### src/design/morton_key_2d_from_position_unit_assert.svh
// Assertion macros for the Morton key unit.
// Included by modules that check their own pipeline; relies on clock and reset ports.
`ifndef MORTON_KEY_2D_FROM_POSITION_UNIT_ASSERT_SVH
`define MORTON_KEY_2D_FROM_POSITION_UNIT_ASSERT_SVH
`ifndef NO_ASSERTIONS
// cond at one edge implies expr at the next edge
`define MK2D_ASSERT_NEXT(label, cond, expr) \
   label: assert property (@(posedge clock) disable iff (reset) (cond) |=> (expr)) \
      else $error("mk2d: next-cycle check failed");
// cond implies expr at the same edge
`define MK2D_ASSERT_SAME(label, cond, expr) \
   label: assert property (@(posedge clock) disable iff (reset) (cond) |-> (expr)) \
      else $error("mk2d: same-cycle check failed");
`else
`define MK2D_ASSERT_NEXT(label, cond, expr)
`define MK2D_ASSERT_SAME(label, cond, expr)
`endif
`endif

### src/design/mk2d_pkg.sv
`timescale 1ns / 1ps
// Shared constants, register indexes and the bit-interleave function for the Morton key unit.
// No dependencies.
package mk2d_pkg;

   localparam int GRID_BITS  = 18;
   localparam int KEY_W      = 2 * GRID_BITS;
   localparam int POS_W      = 32;
   localparam int SCALE_W    = 48;
   localparam int SCALE_LO_W = 32;
   localparam int SCALE_HI_W = SCALE_W - SCALE_LO_W;
   localparam int HI_PROD_W  = POS_W + SCALE_HI_W;
   localparam int SUM_W      = HI_PROD_W + 1;
   localparam int STAGES     = 4;
   localparam int CSR_IDX_W  = 2;

   localparam logic [SCALE_W-1:0]   SCALE_RESET = 48'h0003_FFFF_0000;
   localparam logic [GRID_BITS-1:0] CELL_MAX    = '1;

   typedef enum logic [CSR_IDX_W-1:0] {
      REG_ORIGIN_X   = 2'd0,
      REG_ORIGIN_Y   = 2'd1,
      REG_GRID_SCALE = 2'd2
   } csr_index_type;

   typedef logic [GRID_BITS-1:0] cell_type;
   typedef logic [KEY_W-1:0]     key_type;

   // x cell bits land on even key bits, y cell bits on odd key bits
   function automatic key_type interleave(input cell_type x, input cell_type y);
      key_type k;
      k = '0;
      for (int i = 0; i < GRID_BITS; i++) begin
         k[2*i]     = x[i];
         k[2*i + 1] = y[i];
      end
      return k;
   endfunction

endpackage

### src/design/mk2d_cell.sv
`timescale 1ns / 1ps
// One coordinate's cell-index pipeline: offset, split multiply, sum and saturate.
// Depends on mk2d_pkg.
module mk2d_cell (
   input  logic                                clock,
   input  logic                                en,
   input  logic signed [mk2d_pkg::POS_W-1:0]   pos,
   input  logic signed [mk2d_pkg::POS_W-1:0]   origin,
   input  logic        [mk2d_pkg::SCALE_W-1:0] scale,
   output mk2d_pkg::cell_type                  cell_idx
);

   // stage 1: offset from origin
   logic signed [mk2d_pkg::POS_W:0]         diff;
   logic [mk2d_pkg::POS_W-1:0]              off_in, off_ff;
   logic                                    above_in, above_ff;
   // stage 2: partial products
   logic [2*mk2d_pkg::POS_W-1:0]            lo_full;
   logic [mk2d_pkg::POS_W-1:0]              lo_in, lo_ff;
   logic [mk2d_pkg::HI_PROD_W-1:0]          hi_in, hi_ff;
   logic                                    above2_ff;
   // stage 3: cell index
   logic [mk2d_pkg::SUM_W-1:0]              sum;
   mk2d_pkg::cell_type                      cell_in, cell_ff;

   always_comb begin
      diff     = {pos[mk2d_pkg::POS_W-1], pos} - {origin[mk2d_pkg::POS_W-1], origin};
      above_in = !diff[mk2d_pkg::POS_W] && (diff != '0);
      off_in   = diff[mk2d_pkg::POS_W-1:0];
   end

   always_comb begin
      lo_full = off_ff * scale[mk2d_pkg::SCALE_LO_W-1:0];
      lo_in   = lo_full[2*mk2d_pkg::POS_W-1:mk2d_pkg::POS_W];
      hi_in   = off_ff * scale[mk2d_pkg::SCALE_W-1:mk2d_pkg::SCALE_LO_W];
   end

   always_comb begin
      sum = {1'b0, hi_ff} + {{(mk2d_pkg::SUM_W - mk2d_pkg::POS_W){1'b0}}, lo_ff};
      if (!above2_ff) begin
         cell_in = '0;
      end else if (|sum[mk2d_pkg::SUM_W-1:mk2d_pkg::GRID_BITS]) begin
         cell_in = mk2d_pkg::CELL_MAX;
      end else begin
         cell_in = sum[mk2d_pkg::GRID_BITS-1:0];
      end
   end

   always_ff @(posedge clock) begin
      if (en) begin
         off_ff    <= off_in;
         above_ff  <= above_in;
         lo_ff     <= lo_in;
         hi_ff     <= hi_in;
         above2_ff <= above_ff;
         cell_ff   <= cell_in;
      end
   end

   assign cell_idx = cell_ff;

endmodule

### config.mk
export PLATFORM = sky130hd
export DESIGN_NAME = mk2d_cell
export DESIGN_NICKNAME = d
export VERILOG_FILES = /design/src/design/morton_key_2d_from_position_unit_assert.svh /design/src/design/mk2d_pkg.sv /design/src/design/mk2d_cell.sv
export SDC_FILE = /design/constraint.sdc
export NUM_CORES = 2
export LEC_CHECK = 0
export BUFFER_PORTS_ARGS = -buffer_cell sky130_fd_sc_hd__buf_4
export CAP_MARGIN = 20
export CELL_PAD_IN_SITES_DETAIL_PLACEMENT = 0
export CELL_PAD_IN_SITES_GLOBAL_PLACEMENT = 1
export CORE_MARGIN = 5
export CORE_UTILIZATION = 52
export CTS_CLUSTER_DIAMETER = 40
export CTS_CLUSTER_SIZE = 12
export DETAILED_ROUTE_END_ITERATION = 16
export PLACE_DENSITY = 0.82
export SLEW_MARGIN = 20
export SYNTH_ARGS = -nofsm -noshare
export SYNTH_HDL_FRONTEND = slang
export SYNTH_SLANG_ARGS = --single-unit
### constraint.sdc
create_clock -name clock -period 9.23 [get_ports clock]
set_input_delay 0.923 -clock clock [delete_from_list [all_inputs] [get_ports clock]]
set_output_delay 0.923 -clock clock [all_outputs]
set_load 0.02 [all_outputs]
==> run_results.csv <==
group,metric,value,unit
synthesis,ys_warn_count,0,
route,dr.pass1.iters,5,
synthesis,synth_top_area_frac,0.467,
layout,area_growth,5.46,%
route,ant_nets,0,
timing,setup_viol,0,
layout,fin_util,0.553,
synthesis,postSynth.asyncResetShare,0,
cts,clkTransAtPathRegs,70,ps
timing,setup_tns,0,ps
synthesis,synthTopCellsByArea,"fa_1 47%, ha_1 9.9%, inv_1 9.0%",
cts,cts-root-buf,"clkbuf_16",
synthesis,ys_ff_latch,132,
placed_design,postPlaceCellArea,0.0585,sq mm
route,dr.first_iter.drc_count,2669,
timing,worstMarginPinSlew,959,ps
timing,worst_slack,259,ps
placed_design,place_ws,-196,ps
worst_setup_path,required,9470,ps
synthesis,synth.distinct_cells,89,
route,routed_wl,151000,microns
worst_setup_path,path_depth,25,
worst_setup_path,crit_type,"register to register",
synthesis,postSynthCellCount,6127,
floorplan,chipHeight,339,microns
timing,finClkSkew,21.7,ps
synthesis,yosysTopAreaCell,"fa_1",
synthesis,syn_area,0.0563,sq mm
route,post_drt_wl_per_cell,20.2,microns
floorplan,die_area,0.115,sq mm
grt,grt_max_degree,69,
floorplan,rows,120,
cts,cts_buffer_depth,2,
worst_setup_path,crit_arrival,9210,ps
grt,grt_pass1_wl,244000,microns
route,dr_total_vias,41100,
status,outcome,"finished, final reports clean",
layout,final_cell_area,0.0594,sq mm
floorplan,core,0.107,sq mm
grt,grt.total_usage,0.268,
worst_setup_path,crit_path_top_delay_cell,"edfxtp_1",
synthesis,avgSynthCellArea,9.19,sq um
worst_setup_path,critPathBufInv,6,
grt,antenna_found_initial,6,
cts,clock_latency,500,ps
placed_design,dpl.hpwl,123000,microns
synthesis,synthFlopType,"edfxtp_1",
cts,cts_tree,"yes",
worst_setup_path,r2r_end,"lo_ff[21]",
cts,cts.sinks,132,
grt,grt_pass1_vias,43800,
layout,drive_gt1_frac,0.0520,
min_path,min_path_type,"register to register",
synthesis,ys_seq_area_frac,0.0704,
grt,grt.overflow.total,0,
worst_setup_path,critical_path.startpoint,"off_ff[16]",
worst_setup_path,worst_setup_path_end_kind,"register",
worst_setup_path,cp_top_family,"adder cells",
synthesis,synth_edf_count,132,
cts,cts_made_buffers,17,
worst_setup_path,r2r_start,"off_ff[16]",
worst_setup_path,cp_max_fo,18,
timing,layout_min_cycle_time,8970,ps
timing,hold_viol,0,
timing,timing.final.crit_share,0.972,
layout,nets,7932,
synthesis,synth_commonest_cells,"1347 x inv_1, 1315 x fa_1, 879 x nand2_1",
route,drc,0,
floorplan,io_pins,132,
worst_setup_path,cp-start-kind,"register",
timing,slew_viol_final,0,
worst_setup_path,r2r_setup_slack,260,ps
timing,rsz0062_at_grt,"no",
worst_setup_path,reg2reg_depth,25,
worst_setup_path,cp-endpoint,"lo_ff[21]",
worst_setup_path,crit_top_cell,"fa_1",
worst_setup_path,critPathMaxStageDelay,980,ps
placed_design,gp_congestion,0.943,
flow_run,drv_cap,0,
floorplan,initial_utilization,0.525,
synthesis,syn_nets,8000,
floorplan,die_x,339,microns
placed_design,io_buffers,131,
synthesis,synth.most_common_cell,"inv_1",
timing,slew_headroom,0.361,
route,via_per_inst,5.49,
cts,cts_hold_buf,0,
timing,fmax,111,MHz
cts,htreeDepth,4,
-- metrics by stage --
stage               hold slack [ps]  cells
floorplan                       400   6127
global placement                741   7420
detailed placement              764   7421
CTS                             779   7454
global route                    751   7475
finish                          750   7478
-- logic make-up (layout without fill, tap and decap cells) --
group | count (synthesis) | after routing | synth area share
AO/OA/AOI/OAI | 520 | 520 | 0.0619
XOR/XNOR | 128 | 128 | 0.0199
adder cells (fa/ha/maj) | 1759 | 1759 | 0.566
buffers and inverters | 1673 | 1618 | 0.112
flip-flops | 132 | 132 | 0.0704
multiplexers | 4 | 4 | 0.000711
other | 0 | 3 | 0
AND/OR/NAND/NOR | 1911 | 1911 | 0.169
-- worst min-delay path by stage --
stage,to,slack [ps],start,cells after the start
final,above2_ff,750,above_ff,0
after global placement,above2_ff,740,above_ff,0
after CTS,above2_ff,780,above_ff,0
after floorplan,above2_ff,400,above_ff,0
after detailed placement,above2_ff,760,above_ff,0
after global routing,above2_ff,750,above_ff,0
-- per-layer routing --
metal / vias up / share of wire / GRT usage
met4: 8 / 0.024 / 0.0636
met1: 21400 / 0.42 / 0.371
met3: 211 / 0.081 / 0.0558
met5: - / 0.00088 / 0
met2: 1356 / 0.47 / 0.438
li1: 18100 / - / -
-- registers in the layout, indices dropped and copies added (netlist names) --
name	flops
above2_ff	1
above_ff	1
cell_idx	18
hi_ff	48
lo_ff	32
off_ff	32
-- what timing repair did --
action / CTS / global route
setup buffers: 1 / 21
cloned: 0 / 0
endpoints found under the hold margin: 0 / 0
endpoints found under the setup margin: 2 / 2
resized for setup: 1 / 0
-- area by class of cell --
class | count | area (sq um)
fillers | 9772 | 48000
well taps | 1403 | 1760
multi-input cells | 4322 | 46100
clock buffers | 17 | 425
diodes | 3 | 7.51
clock inverters | 15 | 188
repair buffers | 239 | 1950
inverters | 1347 | 5060
flip-flops and latches | 132 | 3960
-- placed cells by master (no fill, tap or decap), types with 47 or more instances in the layout --
cell type,n
fa_1,1315
edfxtp_1,132
a21o_1,71
o21ai_0,85
xor2_1,47
nand2_1,879
ha_1,444
and2_1,745
nor2_1,86
buf_4,224
xnor2_1,81
a21oi_1,155
inv_1,1347
Power is left out: the tool's default activity adds up to more than one toggle a clock period on the data nets, which glitch-free logic cannot reach.
